[src/cfr_pkg.sv]
// Shared types and constants for the checksum frame receiver.
`timescale 1ns / 1ps

package cfr_pkg;

   localparam logic [7:0] START_BYTE  = 8'hFF;
   localparam logic [7:0] LIMIT_RESET = 8'd250;
   localparam logic [7:0] MIN_LENGTH  = 8'd2;

   typedef enum logic [3:0] {
      PH_HUNT    = 4'b0001,
      PH_LEN     = 4'b0010,
      PH_PAYLOAD = 4'b0100,
      PH_CHECK   = 4'b1000
   } phase_type;

   typedef struct packed {
      logic [7:0] data_byte;
      logic       is_instruction;
      logic       end_of_frame;
      logic       frame_status;
   } result_type;

endpackage

[src/cfr_if.sv]
// Valid/ready channel interfaces for received bytes, results and the limit register.
`timescale 1ns / 1ps

interface cfr_byte_if;
   logic       valid;
   logic       ready;
   logic [7:0] rx_byte;

   modport source (output valid, output rx_byte, input ready);
   modport sink   (input valid, input rx_byte, output ready);
endinterface

interface cfr_result_if;
   logic       valid;
   logic       ready;
   logic [7:0] data_byte;
   logic       is_instruction;
   logic       end_of_frame;
   logic       frame_status;

   modport source (output valid, output data_byte, output is_instruction,
                   output end_of_frame, output frame_status, input ready);
   modport sink   (input valid, input data_byte, input is_instruction,
                   input end_of_frame, input frame_status, output ready);
endinterface

interface cfr_csr_if;
   logic       valid;
   logic       ready;
   logic [7:0] length_limit;

   modport source (output valid, output length_limit, input ready);
   modport sink   (input valid, input length_limit, output ready);
endinterface

[src/cfr_input_reg.sv]
// Input register stage holding one received byte for the deframer.
`timescale 1ns / 1ps

module cfr_input_reg (
   input  logic       clock,
   input  logic       reset,
   input  logic       req_valid,
   input  logic [7:0] req_byte,
   output logic       req_ready,
   input  logic       advance,
   output logic       in_valid,
   output logic [7:0] in_byte
);

   logic       in_valid_ff;
   logic       in_valid_in;
   logic [7:0] in_byte_ff;
   logic       req_fire;

   // room when empty or when the held byte moves on this cycle
   assign req_ready = !in_valid_ff || advance;
   assign req_fire  = req_valid && req_ready;

   always_comb begin
      in_valid_in = in_valid_ff;
      if (req_fire) begin
         in_valid_in = 1'b1;
      end else if (advance) begin
         in_valid_in = 1'b0;
      end
   end

   always_ff @(posedge clock) begin
      if (reset) begin
         in_valid_ff <= 1'b0;
      end else begin
         in_valid_ff <= in_valid_in;
      end
   end

   always_ff @(posedge clock) begin
      if (req_fire) begin
         in_byte_ff <= req_byte;
      end
   end

   assign in_valid = in_valid_ff;
   assign in_byte  = in_byte_ff;

endmodule

[src/cfr_deframer.sv]
// Frame state machine: start hunt, length check, payload pass-through, checksum compare.
`timescale 1ns / 1ps

module cfr_deframer (
   input  logic               clock,
   input  logic               reset,
   input  logic               in_valid,
   input  logic [7:0]         in_byte,
   input  logic               out_room,
   input  logic               csr_valid,
   input  logic [7:0]         csr_data,
   output logic               csr_ready,
   output logic               advance,
   output logic               res_valid,
   output cfr_pkg::result_type res
);

   cfr_pkg::phase_type phase_ff, phase_in;
   logic [7:0] bytes_left_ff, bytes_left_in;
   logic [7:0] sum_ff, sum_in;
   logic       first_ff, first_in;
   logic [7:0] limit_ff;
   logic [7:0] sum_next;
   logic [7:0] left_next;
   logic       bad_length;

   assign csr_ready = 1'b1;
   assign advance   = in_valid && out_room;

   assign sum_next   = sum_ff + in_byte;
   assign left_next  = bytes_left_ff - 8'd1;
   assign bad_length = (in_byte < cfr_pkg::MIN_LENGTH) || (in_byte >= limit_ff);

   always_comb begin
      phase_in      = phase_ff;
      bytes_left_in = bytes_left_ff;
      sum_in        = sum_ff;
      first_in      = first_ff;
      res_valid     = 1'b0;
      res           = '0;
      unique case (phase_ff)
         cfr_pkg::PH_HUNT: begin
            if (in_byte == cfr_pkg::START_BYTE) begin
               phase_in = cfr_pkg::PH_LEN;
            end
         end
         cfr_pkg::PH_LEN: begin
            if (bad_length) begin
               phase_in = cfr_pkg::PH_HUNT;
            end else begin
               bytes_left_in = in_byte - 8'd1;
               sum_in        = in_byte;
               first_in      = 1'b1;
               phase_in      = cfr_pkg::PH_PAYLOAD;
            end
         end
         cfr_pkg::PH_PAYLOAD: begin
            res_valid          = 1'b1;
            res.data_byte      = in_byte;
            res.is_instruction = first_ff;
            sum_in             = sum_next;
            first_in           = 1'b0;
            bytes_left_in      = left_next;
            if (left_next == 8'd0) begin
               phase_in = cfr_pkg::PH_CHECK;
            end
         end
         cfr_pkg::PH_CHECK: begin
            res_valid        = 1'b1;
            res.end_of_frame = 1'b1;
            res.frame_status = (in_byte != ~sum_ff);
            phase_in         = cfr_pkg::PH_HUNT;
            bytes_left_in    = 8'd0;
            first_in         = 1'b0;
         end
         default: begin
            phase_in = cfr_pkg::PH_HUNT;
         end
      endcase
   end

   always_ff @(posedge clock) begin
      if (reset) begin
         phase_ff      <= cfr_pkg::PH_HUNT;
         bytes_left_ff <= 8'd0;
         sum_ff        <= 8'd0;
         first_ff      <= 1'b0;
      end else if (advance) begin
         phase_ff      <= phase_in;
         bytes_left_ff <= bytes_left_in;
         sum_ff        <= sum_in;
         first_ff      <= first_in;
      end
   end

   always_ff @(posedge clock) begin
      if (reset) begin
         limit_ff <= cfr_pkg::LIMIT_RESET;
      end else if (csr_valid && csr_ready) begin
         limit_ff <= csr_data;
      end
   end

   // a checksum byte always closes the frame
   a_check_returns_to_hunt: assert property (@(posedge clock) disable iff (reset)
      (advance && phase_ff == cfr_pkg::PH_CHECK) |=> phase_ff == cfr_pkg::PH_HUNT)
      else $error("deframer did not return to hunt after checksum");

   a_payload_count_nonzero: assert property (@(posedge clock) disable iff (reset)
      phase_ff == cfr_pkg::PH_PAYLOAD |-> bytes_left_ff != 8'd0)
      else $error("payload phase with no bytes left");

   a_first_only_in_payload: assert property (@(posedge clock) disable iff (reset)
      first_ff |-> phase_ff == cfr_pkg::PH_PAYLOAD)
      else $error("instruction flag pending outside payload");

   a_no_hold_without_room: assert property (@(posedge clock) disable iff (reset)
      (in_valid && !out_room) |=> $stable(phase_ff) && $stable(sum_ff))
      else $error("deframer state moved while stalled");

endmodule

[src/cfr_result_reg.sv]
// Result register presenting one deframed result to the output channel.
`timescale 1ns / 1ps

module cfr_result_reg (
   input  logic                clock,
   input  logic                reset,
   input  logic                advance,
   input  logic                res_valid,
   input  cfr_pkg::result_type res,
   output logic                out_room,
   output logic                rsp_valid,
   input  logic                rsp_ready,
   output cfr_pkg::result_type rsp_data
);

   logic                out_valid_ff;
   logic                out_valid_in;
   cfr_pkg::result_type out_data_ff;

   // free when empty or when the held result transfers this cycle
   assign out_room = !out_valid_ff || rsp_ready;

   always_comb begin
      out_valid_in = out_valid_ff && !rsp_ready;
      if (advance) begin
         out_valid_in = res_valid;
      end
   end

   always_ff @(posedge clock) begin
      if (reset) begin
         out_valid_ff <= 1'b0;
      end else begin
         out_valid_ff <= out_valid_in;
      end
   end

   always_ff @(posedge clock) begin
      if (advance && res_valid) begin
         out_data_ff <= res;
      end
   end

   assign rsp_valid = out_valid_ff;
   assign rsp_data  = out_data_ff;

endmodule

[src/checksum_frame_receiver_top.sv]
// Top level of the checksum frame receiver.
`timescale 1ns / 1ps

// Deframes a byte stream of the form start byte 0xFF, length L, L-1 payload
// bytes, checksum. The block sustains one byte per cycle while rsp_chan takes
// its results; a byte is held in the input register and its result then in the
// result register, from which it is valid on rsp_chan, and back pressure on
// rsp_chan stalls req_chan only once both registers are full.
// Start and length bytes produce no result; each payload byte is passed on,
// the first flagged as the instruction, and the checksum byte yields an end
// marker whose frame_status is 1 when the byte differs from the inverted
// 8-bit sum of length and payload. Lengths below 2 or at or above the
// length_limit register (reset 250) drop the frame silently. csr_chan is
// always ready; write it only while no frame bytes are in flight.
module checksum_frame_receiver_top (
   input  logic        clock,
   input  logic        reset,
   cfr_byte_if.sink     req_chan,
   cfr_result_if.source rsp_chan,
   cfr_csr_if.sink      csr_chan
);

   logic                advance;
   logic                out_room;
   logic                in_valid;
   logic [7:0]          in_byte;
   logic                res_valid;
   cfr_pkg::result_type res;
   cfr_pkg::result_type rsp_data;

   cfr_input_reg u_input_reg (
      .clock     (clock),
      .reset     (reset),
      .req_valid (req_chan.valid),
      .req_byte  (req_chan.rx_byte),
      .req_ready (req_chan.ready),
      .advance   (advance),
      .in_valid  (in_valid),
      .in_byte   (in_byte)
   );

   cfr_deframer u_deframer (
      .clock     (clock),
      .reset     (reset),
      .in_valid  (in_valid),
      .in_byte   (in_byte),
      .out_room  (out_room),
      .csr_valid (csr_chan.valid),
      .csr_data  (csr_chan.length_limit),
      .csr_ready (csr_chan.ready),
      .advance   (advance),
      .res_valid (res_valid),
      .res       (res)
   );

   cfr_result_reg u_result_reg (
      .clock     (clock),
      .reset     (reset),
      .advance   (advance),
      .res_valid (res_valid),
      .res       (res),
      .out_room  (out_room),
      .rsp_valid (rsp_chan.valid),
      .rsp_ready (rsp_chan.ready),
      .rsp_data  (rsp_data)
   );

   assign rsp_chan.data_byte      = rsp_data.data_byte;
   assign rsp_chan.is_instruction = rsp_data.is_instruction;
   assign rsp_chan.end_of_frame   = rsp_data.end_of_frame;
   assign rsp_chan.frame_status   = rsp_data.frame_status;

endmodule

[src/flat_wrapper.sv]
// flat-port wrapper written by rule: the top's interface ports become plain ports
module checksum_frame_receiver_top_flat 
  (clock, reset, req_chan_valid, req_chan_rx_byte, req_chan_ready, rsp_chan_valid, rsp_chan_data_byte, rsp_chan_is_instruction, rsp_chan_end_of_frame, rsp_chan_frame_status, rsp_chan_ready, csr_chan_valid, csr_chan_length_limit, csr_chan_ready);
  cfr_byte_if req_chan_i ();
  cfr_result_if rsp_chan_i ();
  cfr_csr_if csr_chan_i ();
  input  logic clock;
  input  logic reset;
  input wire logic [$bits(req_chan_i.valid)-1:0] req_chan_valid;
  input wire logic [$bits(req_chan_i.rx_byte)-1:0] req_chan_rx_byte;
  output wire logic [$bits(req_chan_i.ready)-1:0] req_chan_ready;
  output wire logic [$bits(rsp_chan_i.valid)-1:0] rsp_chan_valid;
  output wire logic [$bits(rsp_chan_i.data_byte)-1:0] rsp_chan_data_byte;
  output wire logic [$bits(rsp_chan_i.is_instruction)-1:0] rsp_chan_is_instruction;
  output wire logic [$bits(rsp_chan_i.end_of_frame)-1:0] rsp_chan_end_of_frame;
  output wire logic [$bits(rsp_chan_i.frame_status)-1:0] rsp_chan_frame_status;
  input wire logic [$bits(rsp_chan_i.ready)-1:0] rsp_chan_ready;
  input wire logic [$bits(csr_chan_i.valid)-1:0] csr_chan_valid;
  input wire logic [$bits(csr_chan_i.length_limit)-1:0] csr_chan_length_limit;
  output wire logic [$bits(csr_chan_i.ready)-1:0] csr_chan_ready;
  assign req_chan_i.valid = req_chan_valid;
  assign req_chan_i.rx_byte = req_chan_rx_byte;
  assign req_chan_ready = req_chan_i.ready;
  assign rsp_chan_valid = rsp_chan_i.valid;
  assign rsp_chan_data_byte = rsp_chan_i.data_byte;
  assign rsp_chan_is_instruction = rsp_chan_i.is_instruction;
  assign rsp_chan_end_of_frame = rsp_chan_i.end_of_frame;
  assign rsp_chan_frame_status = rsp_chan_i.frame_status;
  assign rsp_chan_i.ready = rsp_chan_ready;
  assign csr_chan_i.valid = csr_chan_valid;
  assign csr_chan_i.length_limit = csr_chan_length_limit;
  assign csr_chan_ready = csr_chan_i.ready;
  checksum_frame_receiver_top u_core (.clock(clock), .reset(reset), .req_chan(req_chan_i), .rsp_chan(rsp_chan_i), .csr_chan(csr_chan_i));
endmodule
[config.mk]
export PLATFORM = sky130hd
export DESIGN_NAME = checksum_frame_receiver_top_flat
export DESIGN_NICKNAME = d
export VERILOG_FILES = /design/src/cfr_pkg.sv /design/src/cfr_if.sv /design/src/cfr_input_reg.sv /design/src/cfr_deframer.sv /design/src/cfr_result_reg.sv /design/src/checksum_frame_receiver_top.sv /design/src/flat_wrapper.sv
export SDC_FILE = /design/constraint.sdc
export NUM_CORES = 1
export LEC_CHECK = 0
export ABC_CLOCK_PERIOD_IN_PS = 2930
export BUFFER_PORTS_ARGS = -buffer_cell sky130_fd_sc_hd__buf_2
export CORE_UTILIZATION = 45
export DETAILED_ROUTE_END_ITERATION = 8
export GPL_TIMING_DRIVEN = 0
export HOLD_SLACK_MARGIN = 0.12
export PLACE_DENSITY = 0.75
export SYNTH_ARGS = -nofsm -noshare
export SYNTH_HDL_FRONTEND = slang
export SYNTH_HIERARCHICAL = 1
export SYNTH_SLANG_ARGS = --single-unit
[constraint.sdc]
create_clock -name clock -period 2.93 [get_ports clock]
set_input_delay 0.293 -clock clock [delete_from_list [all_inputs] [get_ports clock]]
set_output_delay 0.293 -clock clock [all_outputs]
set_load 0.01 [all_outputs]
==> metrics.md <==
| Metric | Value |
|---|---|
| Largest family of logic cells by synthesized area | `simple AND/OR/NAND/NOR gates` |
| Synth cell types | `between 60 and 70` |
| Via/cell ratio | `5.88` |
| Vias post-DR | `2574` |
| Status | `completed` |
| Cell Area, Synth | `0.00300 sq mm` |
| Root buffer selected by CTS | `clkbuf_8` |
| Post-Syn Instances | `around 320` |
| P&R area growth vs syn | `12.1%` |
| CP peak stage delay | `between 0.5 and 0.6 ns` |
| Tmin final | `approximately 2.7 ns` |
| Yosys top cell area share | `about 21%` |
| Die Footprint | `0.00699 sq mm` |
| Setup WS pre-CTS | `approximately 0.33 ns` |
| Worst ir drop on vdd | `between 0.3 and 0.4 mV` |
| RSZ-0062 raised after global routing | `false` |
| Max Clock Skew | `approximately 0.0093 ns` |
| Max-Slew Margin vs Limit | `38.3%` |
| Mux contribution to synthesized area | `around 1.0%` |
| Final worst path period share | `approximately nine tenths` |
| TritonCTS sink count | `50` |
| YS warnings | `6` |
| Port bufs | `32` |
| Total track usage | `a little over a fifth` |
| Async SR Flop Fraction | `0%` |
| Synth Area per Inst | `9.34 sq um` |
| Global-route wire length before repair | `about 12000 um` |
| Most frequent cells in the layout | `nand2_1, buf_2, dfxtp_1, nor2_1, inv_1` |
| Final Setup Violations | `0` |
| Critical path buffer and inverter count | `2` |
| Initial antenna violation count | `0` |
| Req. time, crit path | `3.11 ns` |
| CP arrival | `between 2 and 3 ns` |
| Fraction of layout instances using a drive strength above 1 | `about 18%` |
| Kind of critical path | `reg -> reg` |
| Initial Utilization | `between 40% and 50%` |
| Synth top area cells | `dfxtp_1, edfxtp_1, ha_1` |
| Crit-path cells | `inv_1, ha_1, nand2b_1, a21oi_1, o21ai_0, a221oi_4, buf_6, mux2i_1, nor2_1` |
| Residual DRC count | `0` |
| Core area | `approximately 0.0064 sq mm` |
| FF-to-FF End | `u_core/u_deframer/sum_ff[1]` |
| Hold_buf cts | `0` |
| Rows | `29` |
| Placed instance area | `between 0.003 and 0.004 sq mm` |
| CTS resizes | `0` |
| Setup bufs post-CTS | `0` |
| I/O pin cnt | `35` |
| Startpoint type of the worst setup path | `flip-flop` |
| CTS tree | `built` |
| Final worst slack | `around 0.27 ns` |
| Clock Tree Buf Depth | `2` |
| Average wire per standard cell | `~16 um` |
| WHS Path Cells | `1` |
| Post-Synth Adder-Cell Area | `8.60%` |
| Hold path startpoint | `req_chan_rx_byte[2]` |
| GRT overflow | `0` |
| Pwr per Cell Area | `406 mW/mm^2` |
| Final max-slew violation count | `0` |
| Sequential fraction of the synthesis area | `39.7%` |
| Pin count of the biggest net entering global routing | `16` |
| Post-layout instance area | `~0.0034 sq mm` |
| Max-cap violations | `0` |
| Prevailing post-synth register cell | `dfxtp_1` |
| CTS buffer count | `5` |
| Compound-Gate Fraction of Synth Area | `approximately a fifth` |
| Post-synthesis simple-gate area fraction | `roughly a fifth` |
| Initial detailed-routing violation count | `about 250` |
| Clock Latency Late Sink | `roughly 0.3 ns` |
| Worst R2R Path Depth | `9` |
| Hold Violations, Final | `0` |
| Critical path depth | `9` |
| Post-route setup TNS | `0 ns` |
| Pre-antenna DRT Iters | `5` |
| #FFs+latches synth | `50` |
| R2r setup slk | `around 0.27 ns` |
| DPL Wire Length | `5040 um` |
| Worst Tran Pin Value | `between 0.9 and 1 ns` |
| Remaining antenna violation count | `0` |
| Post-synth top area cell | `dfxtp_1` |
| Post-synth EDFFs | `19` |
| Post-Synth XOR/XNOR Area | `approximately 3.5%` |
| Worst reg2reg path startpoint | `u_core/u_input_reg/in_byte[0]` |
| Leak | `1.38 nW` |
| Crit-path leading delay family | `compound AO/OA/AOI/OAI gates` |
| WHS Endpoint | `u_core/u_input_reg/in_byte[2]` |
| WL final | `roughly 7100 um` |
| Crit path max fanout | `10` |
| Clock transition at the registers of the reported paths | `~0.09 ns` |
| Hold crit path type | `in -> reg` |
| Diodes inserted | `0` |
| Commonest non-fill, non-tap cell in the layout | `nand2_1` |
| Die Span X | `83.6 um` |
| Routability cong. | `0.873` |
| Vias in the first global route | `2347` |
| Die Ht | `around 84 um` |
| Fin nets | `between 400 and 500` |
| # H-tree levels | `2` |
| Setup crit end kind | `flip-flop` |
| Slowest-stage cell, CP | `edfxtp_1` |
| Syn Nets | `362` |
| F_max | `approximately 380 MHz` |
## cells by family (layout without fill, tap and decap cells)
| group | count (synthesis) | count (layout) |
|---|---|---|
| AO/OA/AOI/OAI | 81 | 81 |
| XOR/XNOR | 12 | 12 |
| adder cells (fa/ha/maj) | 20 | 20 |
| buffers and inverters | 39 | 79 |
| flip-flops | 50 | 50 |
| multiplexers | 3 | 3 |
| other | 1 | 1 |
| AND/OR/NAND/NOR | 115 | 115 |
## metal layers
| layer | GRT usage (%) | vias to the layer above | part of all wire (%) |
|---|---|---|---|
| met5 | 0 | - | 0 |
| met4 | 7.55 | 0 | 1.4 |
| met3 | 3.76 | 11 | 6.3 |
| met2 | 32.0 | 114 | 47 |
| met1 | 29.3 | 1200 | 45 |
| li1 | - | 1249 | - |
## report_power, final
part	switching (W)	leakage, nW	internal (W)	total [W]
clock	0.000217	0.0528	0.000252	0.000469
combinational	0.0000806	0.884	0.0000553	0.000136
sequential	0.0000237	0.442	0.000735	0.000758
## worst reg2reg max path, stage by stage, from the launching register on
cell and delay [ns]:
edfxtp_1 0.55, inv_1 0.17, ha_1 0.31, nand2b_1 0.14
a21oi_1 0.15, o21ai_0 0.24, a221oi_4 0.51, buf_6 0.22
mux2i_1 0.19, nor2_1 0.05
## flip-flops by register name, indices dropped and copies added, names as in the netlist
register and cells:
u_core/u_result_reg/rsp_data 11, u_core/u_input_reg/in_valid 1, u_core/u_deframer/sum_ff 8, u_core/u_deframer/bytes_left_ff 8, u_core/u_result_reg/rsp_valid 1, u_core/u_deframer/limit_ff 8, u_core/u_deframer/phase_ff 4, u_core/u_deframer/first_ff 1
u_core/u_input_reg/in_byte 8
## final cells by class
class / instances / area (sq um)
inverter: 22 / 82.6
clock inverter: 2 / 33.8
fill: 595 / 3030
timing repair buffer: 32 / 160
buffer: 17 / 96.3
multi-input combinational: 232 / 1630
sequential: 50 / 1190
clock buffer: 6 / 72.6
tap: 77 / 96.3
## metrics by stage
step           total power, W  hold WS, ns  std cells  util, %
2_1_floorplan        0.000857        0.355        321        -
3_3_place_gp         0.000900        0.461        430     51.0
3_5_place_dp         0.000906        0.472        430     51.0
4_1_cts               0.00137        0.158        438     52.6
5_1_grt               0.00142        0.151        438     52.6
6_report              0.00136        0.166        438     52.6
## worst max-delay path by stage
stage	start	end	slack [ns]
floorplan	u_core/u_input_reg/in_byte[2]	u_core/u_deframer/bytes_left_ff[0]	0.71
global placement	u_core/u_input_reg/in_byte[0]	u_core/u_deframer/sum_ff[1]	0.35
detailed placement	u_core/u_input_reg/in_byte[0]	u_core/u_deframer/sum_ff[1]	0.33
CTS	u_core/u_input_reg/in_byte[0]	u_core/u_deframer/sum_ff[1]	0.26
global route	u_core/u_input_reg/in_byte[1]	u_core/u_deframer/sum_ff[7]	0.08
finish	u_core/u_input_reg/in_byte[0]	u_core/u_deframer/sum_ff[1]	0.27
## Yosys cell counts, types with 2 or more instances
cell      count
nand2_1      36
dfxtp_1      31
nor2_1       26
inv_1        22
a21oi_1      19
edfxtp_1     19
ha_1         19
o21ai_0      12
clkbuf_1     10
and2_1        8
o211ai_1      6
xnor2_1       6
xor2_1        6
a311oi_1      5
nor3_1        5
or3_1         5
nand4_1       4
nor4_1        4
o211a_1       4
o32ai_1       4
buf_6         3
mux2i_1       3
nand2b_1      3
nand3_1       3
o221ai_1      3
a21oi_2       2
a221oi_1      2
a31oi_1       2
buf_2         2
buf_4         2
nand2b_4      2
nand3b_1      2
nor4b_1       2
o21ai_2       2
o221a_2       2
o31a_1        2
or4_1         2
(Power assumes the default switching activity.)
